--- config.mk ---
export PLATFORM = sky130hd
export DESIGN_NAME = sorted_set_intersection
export DESIGN_NICKNAME = d
export VERILOG_FILES = /design/src/rtl/sset_pkg.sv /design/src/rtl/sset_ctrl.sv /design/src/rtl/sset_dp.sv /design/src/rtl/sorted_set_intersection.sv
export SDC_FILE = /design/constraint.sdc
export NUM_CORES = 1
export LEC_CHECK = 0
export BUFFER_PORTS_ARGS = -buffer_cell sky130_fd_sc_hd__buf_2
export CELL_PAD_IN_SITES_DETAIL_PLACEMENT = 1
export CELL_PAD_IN_SITES_GLOBAL_PLACEMENT = 1
export CORE_MARGIN = 1
export CORE_UTILIZATION = 30
export CTS_BUF_LIST = sky130_fd_sc_hd__clkbuf_8
export CTS_CLUSTER_DIAMETER = 50
export CTS_CLUSTER_SIZE = 8
export DETAILED_ROUTE_END_ITERATION = 16
export PLACE_DENSITY_LB_ADDON = 0.1
export RECOVER_POWER = 100
export REMOVE_ABC_BUFFERS = 1
export SKIP_LAST_GASP = 1
export SLEW_MARGIN = 0
export SYNTH_ARGS = -nofsm -noshare
export SYNTH_HDL_FRONTEND = slang
export SYNTH_SLANG_ARGS = --single-unit
--- constraint.sdc ---
create_clock -name i_clk -period 7.8 [get_ports i_clk]
set_input_delay 0.78 -clock i_clk [delete_from_list [all_inputs] [get_ports i_clk]]
set_output_delay 0.78 -clock i_clk [all_outputs]
set_load 0.005 [all_outputs]
--- src/rtl/sset_pkg.sv ---
package sset_pkg;

    localparam int DEPTH_DEF       = 32;
    localparam int VERTEX_BITS_DEF = 16;
    localparam int KIND_W          = 2;
    localparam int VERTEX_W        = 16;

    localparam logic [KIND_W-1:0] KIND_ADD_FIRST  = 2'd0;
    localparam logic [KIND_W-1:0] KIND_ADD_SECOND = 2'd1;
    localparam logic [KIND_W-1:0] KIND_COMPUTE    = 2'd2;

    typedef struct packed {
        logic add_first;
        logic add_second;
        logic start;
        logic adv_first;
        logic adv_second;
        logic take;
        logic push;
        logic finish;
    } t_cmd;

    typedef struct packed {
        logic active;
        logic heads_equal;
        logic first_less;
        logic out_free;
        logic pend_valid;
    } t_sts;

endpackage

--- src/rtl/sset_ctrl.sv ---
module sset_ctrl
    import sset_pkg::*;
(
    input  logic              i_clk,
    input  logic              i_rst_n,
    input  logic              i_in_valid,
    input  logic [KIND_W-1:0] i_kind,
    input  t_sts              i_sts,
    output logic              o_in_ready,
    output t_cmd              o_cmd
);

    typedef enum logic [2:0] {
        S_IDLE   = 3'b001,
        S_MERGE  = 3'b010,
        S_FINISH = 3'b100
    } t_state;

    t_state r_state, n_state;

    always_ff @(posedge i_clk) begin
        if (!i_rst_n) begin
            r_state <= S_IDLE;
        end else begin
            r_state <= n_state;
        end
    end

    always_comb begin
        n_state    = r_state;
        o_in_ready = 1'b0;
        o_cmd      = '0;
        unique case (r_state)
            S_IDLE: begin
                o_in_ready = 1'b1;
                if (i_in_valid) begin
                    unique case (i_kind)
                        KIND_ADD_FIRST:  o_cmd.add_first  = 1'b1;
                        KIND_ADD_SECOND: o_cmd.add_second = 1'b1;
                        KIND_COMPUTE: begin
                            o_cmd.start = 1'b1;
                            n_state     = S_MERGE;
                        end
                        default: ;
                    endcase
                end
            end
            S_MERGE: begin
                if (!i_sts.active) begin
                    n_state = S_FINISH;
                end else if (i_sts.heads_equal) begin
                    if (!i_sts.pend_valid || i_sts.out_free) begin
                        o_cmd.adv_first  = 1'b1;
                        o_cmd.adv_second = 1'b1;
                        o_cmd.take       = 1'b1;
                        o_cmd.push       = i_sts.pend_valid;
                    end
                end else if (i_sts.first_less) begin
                    o_cmd.adv_first = 1'b1;
                end else begin
                    o_cmd.adv_second = 1'b1;
                end
            end
            S_FINISH: begin
                if (i_sts.out_free) begin
                    o_cmd.finish = 1'b1;
                    n_state      = S_IDLE;
                end
            end
            default: n_state = S_IDLE;
        endcase
    end

endmodule

--- src/rtl/sset_dp.sv ---
module sset_dp
    import sset_pkg::*;
#(
    parameter int DEPTH       = DEPTH_DEF,
    parameter int VERTEX_BITS = VERTEX_BITS_DEF
) (
    input  logic                i_clk,
    input  logic                i_rst_n,
    input  t_cmd                i_cmd,
    input  logic [VERTEX_W-1:0] i_vertex,
    input  logic                i_out_ready,
    output t_sts                o_sts,
    output logic                o_out_valid,
    output logic [VERTEX_W-1:0] o_common_vertex,
    output logic                o_valid_res,
    output logic                o_last,
    output logic                o_overflowed
);

    localparam int CW = $clog2(DEPTH + 1);
    localparam int AW = (DEPTH > 1) ? $clog2(DEPTH) : 1;

    logic [VERTEX_BITS-1:0] r_mem_first [DEPTH];
    logic [VERTEX_BITS-1:0] r_mem_second[DEPTH];

    logic [CW-1:0]          r_cnt_first, r_cnt_second;
    logic [CW-1:0]          r_p_first, r_p_second, n_p_first, n_p_second;
    logic                   r_ovf;
    logic [VERTEX_BITS-1:0] r_a, r_b, r_pend, w_vin;
    logic                   r_pend_valid;
    logic [31:0]            w_vin_wide, w_pend_wide;
    logic                   w_out_free;

    logic                   r_out_valid;
    logic [VERTEX_W-1:0]    r_out_vertex;
    logic                   r_out_vres, r_out_last, r_out_ovf;

    assign w_vin_wide  = 32'(i_vertex);
    assign w_vin       = w_vin_wide[VERTEX_BITS-1:0];
    assign w_pend_wide = 32'(r_pend);
    assign w_out_free  = !r_out_valid || i_out_ready;

    assign o_sts.active      = (r_p_first < r_cnt_first) && (r_p_second < r_cnt_second);
    assign o_sts.heads_equal = (r_a == r_b);
    assign o_sts.first_less  = (r_a < r_b);
    assign o_sts.out_free    = w_out_free;
    assign o_sts.pend_valid  = r_pend_valid;

    always_comb begin
        n_p_first  = r_p_first;
        n_p_second = r_p_second;
        if (i_cmd.start) begin
            n_p_first  = '0;
            n_p_second = '0;
        end else begin
            if (i_cmd.adv_first) begin
                n_p_first = r_p_first + CW'(1);
            end
            if (i_cmd.adv_second) begin
                n_p_second = r_p_second + CW'(1);
            end
        end
    end

    always_ff @(posedge i_clk) begin
        if (i_cmd.add_first && (r_cnt_first < CW'(DEPTH))) begin
            r_mem_first[r_cnt_first[AW-1:0]] <= w_vin;
        end
        r_a <= r_mem_first[n_p_first[AW-1:0]];
    end

    always_ff @(posedge i_clk) begin
        if (i_cmd.add_second && (r_cnt_second < CW'(DEPTH))) begin
            r_mem_second[r_cnt_second[AW-1:0]] <= w_vin;
        end
        r_b <= r_mem_second[n_p_second[AW-1:0]];
    end

    always_ff @(posedge i_clk) begin
        if (!i_rst_n) begin
            r_cnt_first  <= '0;
            r_cnt_second <= '0;
            r_ovf        <= 1'b0;
            r_p_first    <= '0;
            r_p_second   <= '0;
            r_pend_valid <= 1'b0;
            r_out_valid  <= 1'b0;
        end else begin
            r_p_first  <= n_p_first;
            r_p_second <= n_p_second;
            if (i_cmd.add_first) begin
                if (r_cnt_first < CW'(DEPTH)) begin
                    r_cnt_first <= r_cnt_first + CW'(1);
                end else begin
                    r_ovf <= 1'b1;
                end
            end
            if (i_cmd.add_second) begin
                if (r_cnt_second < CW'(DEPTH)) begin
                    r_cnt_second <= r_cnt_second + CW'(1);
                end else begin
                    r_ovf <= 1'b1;
                end
            end
            if (i_cmd.start) begin
                r_pend_valid <= 1'b0;
            end else if (i_cmd.take) begin
                r_pend_valid <= 1'b1;
            end
            if (i_cmd.finish) begin
                r_cnt_first  <= '0;
                r_cnt_second <= '0;
                r_ovf        <= 1'b0;
                r_pend_valid <= 1'b0;
            end
            if (i_cmd.push || i_cmd.finish) begin
                r_out_valid <= 1'b1;
            end else if (i_out_ready) begin
                r_out_valid <= 1'b0;
            end
        end
    end

    always_ff @(posedge i_clk) begin
        if (i_cmd.take) begin
            r_pend <= r_a;
        end
        if (i_cmd.push) begin
            r_out_vertex <= w_pend_wide[VERTEX_W-1:0];
            r_out_vres   <= 1'b1;
            r_out_last   <= 1'b0;
            r_out_ovf    <= r_ovf;
        end else if (i_cmd.finish) begin
            r_out_vertex <= r_pend_valid ? w_pend_wide[VERTEX_W-1:0] : '0;
            r_out_vres   <= r_pend_valid;
            r_out_last   <= 1'b1;
            r_out_ovf    <= r_ovf;
        end
    end

    assign o_out_valid     = r_out_valid;
    assign o_common_vertex = r_out_vertex;
    assign o_valid_res     = r_out_vres;
    assign o_last          = r_out_last;
    assign o_overflowed    = r_out_ovf;

endmodule

--- src/rtl/sorted_set_intersection.sv ---
// Collects two ascending vertex lists of up to DEPTH entries each, one add item per cycle
// while idle, and on a compute item walks them with a two-pointer merge, returning every
// common vertex as one result with the final one marked last, or a single not-valid last
// result when nothing matches; both lists and the overflow flag are then cleared. A compute
// item starts the merge, advances the pointers in at most the count of the first list plus
// the count of the second list minus one merge steps, sees a list run out and issues the
// last result, and only then is the next item accepted; each step is one registered read
// of both list memories at the advanced pointers. A match step holding an earlier match,
// and the last result, wait while the result register is full and not being taken.
module sorted_set_intersection
    import sset_pkg::*;
#(
    parameter int DEPTH       = DEPTH_DEF,
    parameter int VERTEX_BITS = VERTEX_BITS_DEF
) (
    input  logic                i_clk,
    input  logic                i_rst_n,
    input  logic                i_in_valid,
    output logic                o_in_ready,
    input  logic [KIND_W-1:0]   i_kind,
    input  logic [VERTEX_W-1:0] i_vertex,
    output logic                o_out_valid,
    input  logic                i_out_ready,
    output logic [VERTEX_W-1:0] o_common_vertex,
    output logic                o_valid_res,
    output logic                o_last,
    output logic                o_overflowed
);

    t_cmd w_cmd;
    t_sts w_sts;

    sset_ctrl u_ctrl (
        .i_clk      (i_clk),
        .i_rst_n    (i_rst_n),
        .i_in_valid (i_in_valid),
        .i_kind     (i_kind),
        .i_sts      (w_sts),
        .o_in_ready (o_in_ready),
        .o_cmd      (w_cmd)
    );

    sset_dp #(
        .DEPTH       (DEPTH),
        .VERTEX_BITS (VERTEX_BITS)
    ) u_dp (
        .i_clk           (i_clk),
        .i_rst_n         (i_rst_n),
        .i_cmd           (w_cmd),
        .i_vertex        (i_vertex),
        .i_out_ready     (i_out_ready),
        .o_sts           (w_sts),
        .o_out_valid     (o_out_valid),
        .o_common_vertex (o_common_vertex),
        .o_valid_res     (o_valid_res),
        .o_last          (o_last),
        .o_overflowed    (o_overflowed)
    );

endmodule

**After elaboration in Yosys (flattened, before gate mapping)**

Memory sizes are Yosys's and may differ from the RTL's. A register that Yosys moved wholly into a read port is not among the register bits.
Cells that the tools add are included.

- Add/subtract/negate cells: 4
- Reduce and logical (&&, ||, !) cells: 17
- Muxes and demuxes: 39
- $lt $le $gt $ge: 5
- Bitwise gates (word level): 1
- Equality and inequality tests: 10

Operator list:

| cell | count |
|---|---|
| 16-bit two-way mux | 3 |
| 6-bit by 1-bit adder with 6-bit output (second input constant) | 4 |
| 1-bit two-way mux | 20 |
| 5-bit two-way mux | 4 |
| 3-bit two-way mux | 6 |
| 16-bit == test | 1 |
| 16-bit < comparator | 1 |
| 6-bit < comparator | 2 |
| 6-bit < comparator (second input constant) | 2 |
| 4-bit two-way mux | 3 |
| 3-bit one-hot mux with 3 select lines | 1 |
| 2-bit inequality test (second input constant) | 3 |
| 2-bit two-way mux | 2 |
| 2-bit AND reduction | 2 |
| 4-bit AND reduction | 1 |
| 2-bit nonzero test | 2 |
| 2-bit OR reduction | 2 |
| 3-bit by 1-bit == test with 1-bit output (second input constant) | 1 |
| 3-bit by 2-bit == test with 1-bit output (second input constant) | 1 |
| 3-bit == test (second input constant) | 1 |
| 1-bit logical AND | 3 |
| 1-bit logical OR | 3 |
| 3-bit OR reduction | 1 |
| 2-bit by 1-bit == test with 1-bit output (second input constant) | 1 |
| 5 further kinds | 6 |

- Bits in writable memories: 1,024
- Input bits: 22
- Memories kept: 2
- Logic and storage cells: 93
- Flip-flop bits (word level): 65

Memory list:

| name | depth | width | read ports | clocked after memory_dff | write ports | line | source |
|---|---|---|---|---|---|---|---|
| u_dp.r_mem_first | 32 | 16 | 1 | 1 | 1 | sset_dp.sv:23 | `logic [VERTEX_BITS-1:0] r_mem_first [DEPTH];` |
| u_dp.r_mem_second | 32 | 16 | 1 | 1 | 1 | sset_dp.sv:24 | `logic [VERTEX_BITS-1:0] r_mem_second[DEPTH];` |

**Logic depth before layout (Yosys ltp)**

- Word-level depth: 9
- Depth in mapped cells: 18
- Gate-level depth less buffers: 12

**Modules after synthesis**

Synthesis repeated with hierarchy kept, for this count alone.

- Cells, all modules: 3,854
- Area, all modules: 49,572.5 sq um

By module, submodules not included:

| module | cells an instance | instances | seq. area each (sq um) | area an instance (sq um) |
|---|---|---|---|---|
| sset_dp | 3,822 | 1 | 32,961.6 | 49,329.8 |
| sset_ctrl | 32 | 1 | 60.1 | 242.7 |

**Worst setup path before layout**

OpenSTA, ideal clock, no wires.

- Path type: reg-to-reg
- Start point: reg u_dp.r_cnt_second[2]
- End point: reg u_dp.r_out_vertex[0], in the netlist u_dp.o_common_vertex[0], enable pin
- Clock period less this slack: 3.472 ns
- Cell stages (with the launch flop): 10
- Path slack: 4.328 ns
- Required time: 7.380 ns
- Data arrival time: 3.052 ns
- Path through: dfxtp_1 > inv_1 > ha_1 > a211oi_1 > o21ai_0 > a21oi_1 > and2_1 > buf_2 > nand2_1 > o21ai_0

- Cells in the longest elaborated chain, start to end: 5

RTL lines:

| what | line | source |
|---|---|---|
| start, declared | sset_dp.sv:26 | `logic [CW-1:0] r_cnt_first, r_cnt_second;` |
| start signal, assigned | sset_dp.sv:100 | `r_cnt_second <= r_cnt_second + CW'(1);` |
| 6-bit < comparator | sset_dp.sv:43 | `assign o_sts.active = (r_p_first < r_cnt_first) && (r_p_second < r_cnt_second);` |
| 1-bit logical AND | sset_dp.sv:43 |  |
| 4-bit two-way mux | sset_ctrl.sv:49 | `if (!i_sts.active) begin` |
| 4-bit two-way mux | sset_ctrl.sv:33 | `unique case (r_state)` |
| 2-bit nonzero test (no source line) | n/a |  |
| end signal, assigned | sset_dp.sv:129 | `r_out_vertex <= w_pend_wide[VERTEX_W-1:0];` |
| end signal, assigned | sset_dp.sv:134 | `r_out_vertex <= r_pend_valid ? w_pend_wide[VERTEX_W-1:0] : '0;` |
| end, declared | sset_dp.sv:35 | `logic [VERTEX_W-1:0] r_out_vertex;` |

Every way passes these cells.
A chain may end at the register's enable or synchronous reset.

**Final worst setup path**

- Start point: reg u_dp.r_a[15] (read register of u_dp.r_mem_first)
- End point: reg u_dp.r_a[10] (read register of u_dp.r_mem_first)

- Cells in the longest elaborated chain, start to end: 7

RTL lines:

| what | line | source |
|---|---|---|
| start, declared | sset_dp.sv:29 | `logic [VERTEX_BITS-1:0] r_a, r_b, r_pend, w_vin;` |
| 16-bit < comparator | sset_dp.sv:45 | `assign o_sts.first_less = (r_a < r_b);` |
| 1-bit two-way mux | sset_ctrl.sv:58 | `end else if (i_sts.first_less) begin` |
| 2-bit two-way mux (*) | sset_ctrl.sv:51 | `end else if (i_sts.heads_equal) begin` |
| 4-bit two-way mux (*) | sset_ctrl.sv:49 |  |
| 4-bit two-way mux (*) | sset_ctrl.sv:33 |  |
| 5-bit two-way mux (*) | sset_dp.sv:56 | `if (i_cmd.adv_first) begin` |
| 5-bit two-way mux (*) | sset_dp.sv:52 | `if (i_cmd.start) begin` |

Mark *: on every way between the ends. The rest lies on a longest branch, timed or not.

==> metrics.md <==
| Metric | Value |
|---|---|
| Slew @ Worst Pin | 4010 ps |
| Cell Chain, Critical Path | ha_1 > nand4_1 > nor4_1 > nand2b_1 > o31a_1 > o21ai_2 > buf_4 > a21oi_1 > a2111oi_0 > nor4_1 > a311oi_1 > a211oi_1 |
| #FFs+latches synth | 1121 |
| Clock latency on the worst-skew pair | 890 ps |
| Cell taking the most area after synthesis | edfxtp_1 |
| Max clock buf depth | 3 |
| Overall routing resource usage | 19.4% |
| Worst Path Required | 8510 ps |
| Drt drc | 0 |
| Worst path slowest cell | nor4_1 |
| CP dominant cell by count | nor4_1 |
| Vias/cell | around 5.2 |
| LEAKAGE | 0.0163 uW |
| PD cells | ~230 nW/um^2 |
| Post-route ant nets | 0 |
| Clock power frac | 39.6% |
| Final estimated routing congestion in global placement | 0.791 |
| Cts hold-fix bufs | 0 |
| Final #Nets | between 3000 and 4000 |
| CP arrival | around 7300 ps |
| Placed insts | approximately 4900 |
| Count of final setup violators | 0 |
| Critical path fanouts, max | 42 |
| Yosys top cell area share | 71.2% |
| FF+latch area | roughly 33000 sq um |
| Die span in y | 387 um |
| Cts bufs inserted | ~170 |
| Port bufs | 42 |
| Maxcap violations | 29 |
| First drt pass iteration count | 5 |
| Sequential element share of the synthesized area | between 70 and 80% |
| Fillers | 15204 |
| Internal power | 8780 uW |
| Final slew viol count | 1297 |
| HP Class | in2reg |
| Outcome | finished, violations left |
| Overall power | approximately 11000 uW |
| Skew final | about 27 ps |
| Largest net degree at the start of global routing | 76 |
| Synth Cell Area | 44600 sq um |
| DR vias | 27125 |
| Grt ovf | 0 |
| Psw | 2480 uW |
| Max Freq | around 0.15 GHz |
| Core ar. | roughly 150000 sq um |
| Resize count post-CTS | 0 |
| Violated checks | capacitance limit, slew limit |
| Syn. warnings | 0 |
| DR iter-0 viols | 2342 |
| Final worst slack | 1170 ps |
| Seq pwr share | 58.8% |
| Die Wd | 387 um |
| Finished Layout Cells | 5208 |
| TritonCTS clock tree | yes |
| Multi-input gate area | 10700 sq um |
| Htree depth | 4 |
| Synth-to-layout area growth | 12.0% |
| Wirelength per Cell | 28.2 um |
| Slew Limit Headroom | -170% |
| Ys async rst share | 0% |
| HPWL after DPL | 88900 um |
| Global-route wire length before repair | 210000 um |
| Net Sw Frac | a little over a fifth |
| Count of different cell masters after synthesis | 84 |
| Number of flops mapped to enable cells by yosys | 1057 |
| WS Path Type | reg2reg |
| Final Util | ~34% |
| Number of clock sinks | around 1100 |
| Tmin final | 6630 ps |
| Count of final hold-check violations | 0 |
| Crit. End Element | flop |
| Logic pwr share | between 1.5 and 2% |
| Initial antenna violation count | 9 |
| Final wirelength | about 150000 um |
| Synth top cells by count | edfxtp_1, nand2_1, nand3_1, mux2i_1, nor2_1 |
| Post-CTS setup buffer count | 0 |
| Unrepaired setup endpoints after global routing | no |
| Worst vdd ir | roughly 0.00015 V |
| Vias in the first global route | 28099 |
| I/O pin count | 43 |
| Top-count cell post-synth | edfxtp_1 |
| Initial Util | between 30% and 40% |
| Setup crit start kind | flop |
| Largest cells by area after synthesis | edfxtp_1, nand2_1, dfxtp_1 |
| CTS clk-pin slew, worst paths | 60 ps |
| Slowest stage delay, CP | approximately 1000 ps |
| Crit share post-route | 85.0% |
| DP Worst Slack | just over 2000 ps |
| Predominant post-synthesis flop cell | edfxtp_1 |
| Synth Instances | about 3000 |
| FF-to-FF path depth | 12 |
| Root buf cell | clkbuf_8 |
| WHS Path Cells | 2 |
| Site Rows | 141 |
| Die area | 150000 sq um |
| Share of layout cells above drive strength 1 | 11.2% |
| Syn Area/Cell | 14.8 sq um |
[power groups by stage]
stage / combinational [uW] / clock (uW) / sequential, uW
after floorplan: 37.8 / 0 / 6720
after global placement: 190 / 0 / 6730
after detailed placement: 196 / 0 / 6730
after CTS: 196 / 4610 / 6600
after global routing: 199 / 4830 / 6610
final: 184 / 4450 / 6620
[sequential cells by signal, indices dropped and copies added, names as in the netlist, 3 cells and up]
signal	flops
u_dp.r_p_second	6
u_dp.r_a	16
u_ctrl.r_state	3
u_dp.r_b	16
u_dp.r_mem_first	512
u_dp.r_p_first	6
u_dp.r_cnt_first	6
u_dp.r_cnt_second	6
u_dp.o_common_vertex	16
u_dp.r_mem_second	512
u_dp.r_pend	16
[kinds of logic after synthesis]
logic type | after synthesis | synth area share (%)
DFF | 1121 | 74.1
and+or+nand+nor | 941 | 9.61
AOI/OAI and AO/OA | 523 | 8.70
buffers and inverters | 212 | 2.17
muxes | 169 | 4.04
adders and majority gates | 36 | 1.01
xor gates and xnor gates | 17 | 0.393
[metrics by stage]
stage | TNS [ps] | cell area [sq um] | hold slack (ps)
final | 0 | 49900 | 228
after global routing | 0 | 49900 | 144
after CTS | 0 | 50400 | 110
after detailed placement | 0 | 47500 | 434
after global placement | 0 | 47500 | 430
after floorplan | -16560 | 43700 | 408
[cells in the final DEF, fill, tap and decap left out, types with 57 or more instances in the layout]
cell      count
nor2_1      106
mux2i_1     117
a22oi_1      68
inv_1       104
nand4_1      57
clkbuf_1    102
dfxtp_1      64
nand3_1     134
a21oi_1      89
edfxtp_1   1057
clkbuf_8    172
nand2_1     507
[critical path: cells and delay by family, from the launching register on]
family	cells	cell delay, ps
compound gates	6	3010
simple gates	4	1840
flops	1	680
buf+inv	1	600
fa+ha+maj	1	250
[routing by layer]
layer / global-route usage, % / part of all wire, %
met3: 3.19 / 4.8
met1: 29.3 / 49
met4: 4.54 / 1.8
met5: 0 / 0
met2: 28.8 / 44
[final timing paths]
check / endpoint / slack (ps) / from
worst max-delay path: u_dp.r_a[10]$_DFF_P_ / 1170 / u_dp.r_a[15]$_DFF_P_
worst min-delay path: u_ctrl.r_state[0]$_SDFFE_PN1P_ / 230 / i_rst_n
worst max register to register: u_dp.r_a[10]$_DFF_P_ / 1170 / u_dp.r_a[15]$_DFF_P_
worst min register to register: u_dp.o_overflowed$_DFFE_PP_ / 440 / u_dp.r_ovf$_SDFF_PP0_
[final cells by class]
type	count	area share (%)
Multi-Input combinational cell	1686	21.3
Inverter	33	0.248
Timing Repair Buffer	164	1.66
Clock buffer	172	4.74
Clock inverter	97	1.04
Antenna cell	5	0.0251
Sequential cell	1121	66.1
Tap cell	1930	4.83
(Power assumes the default switching activity.)
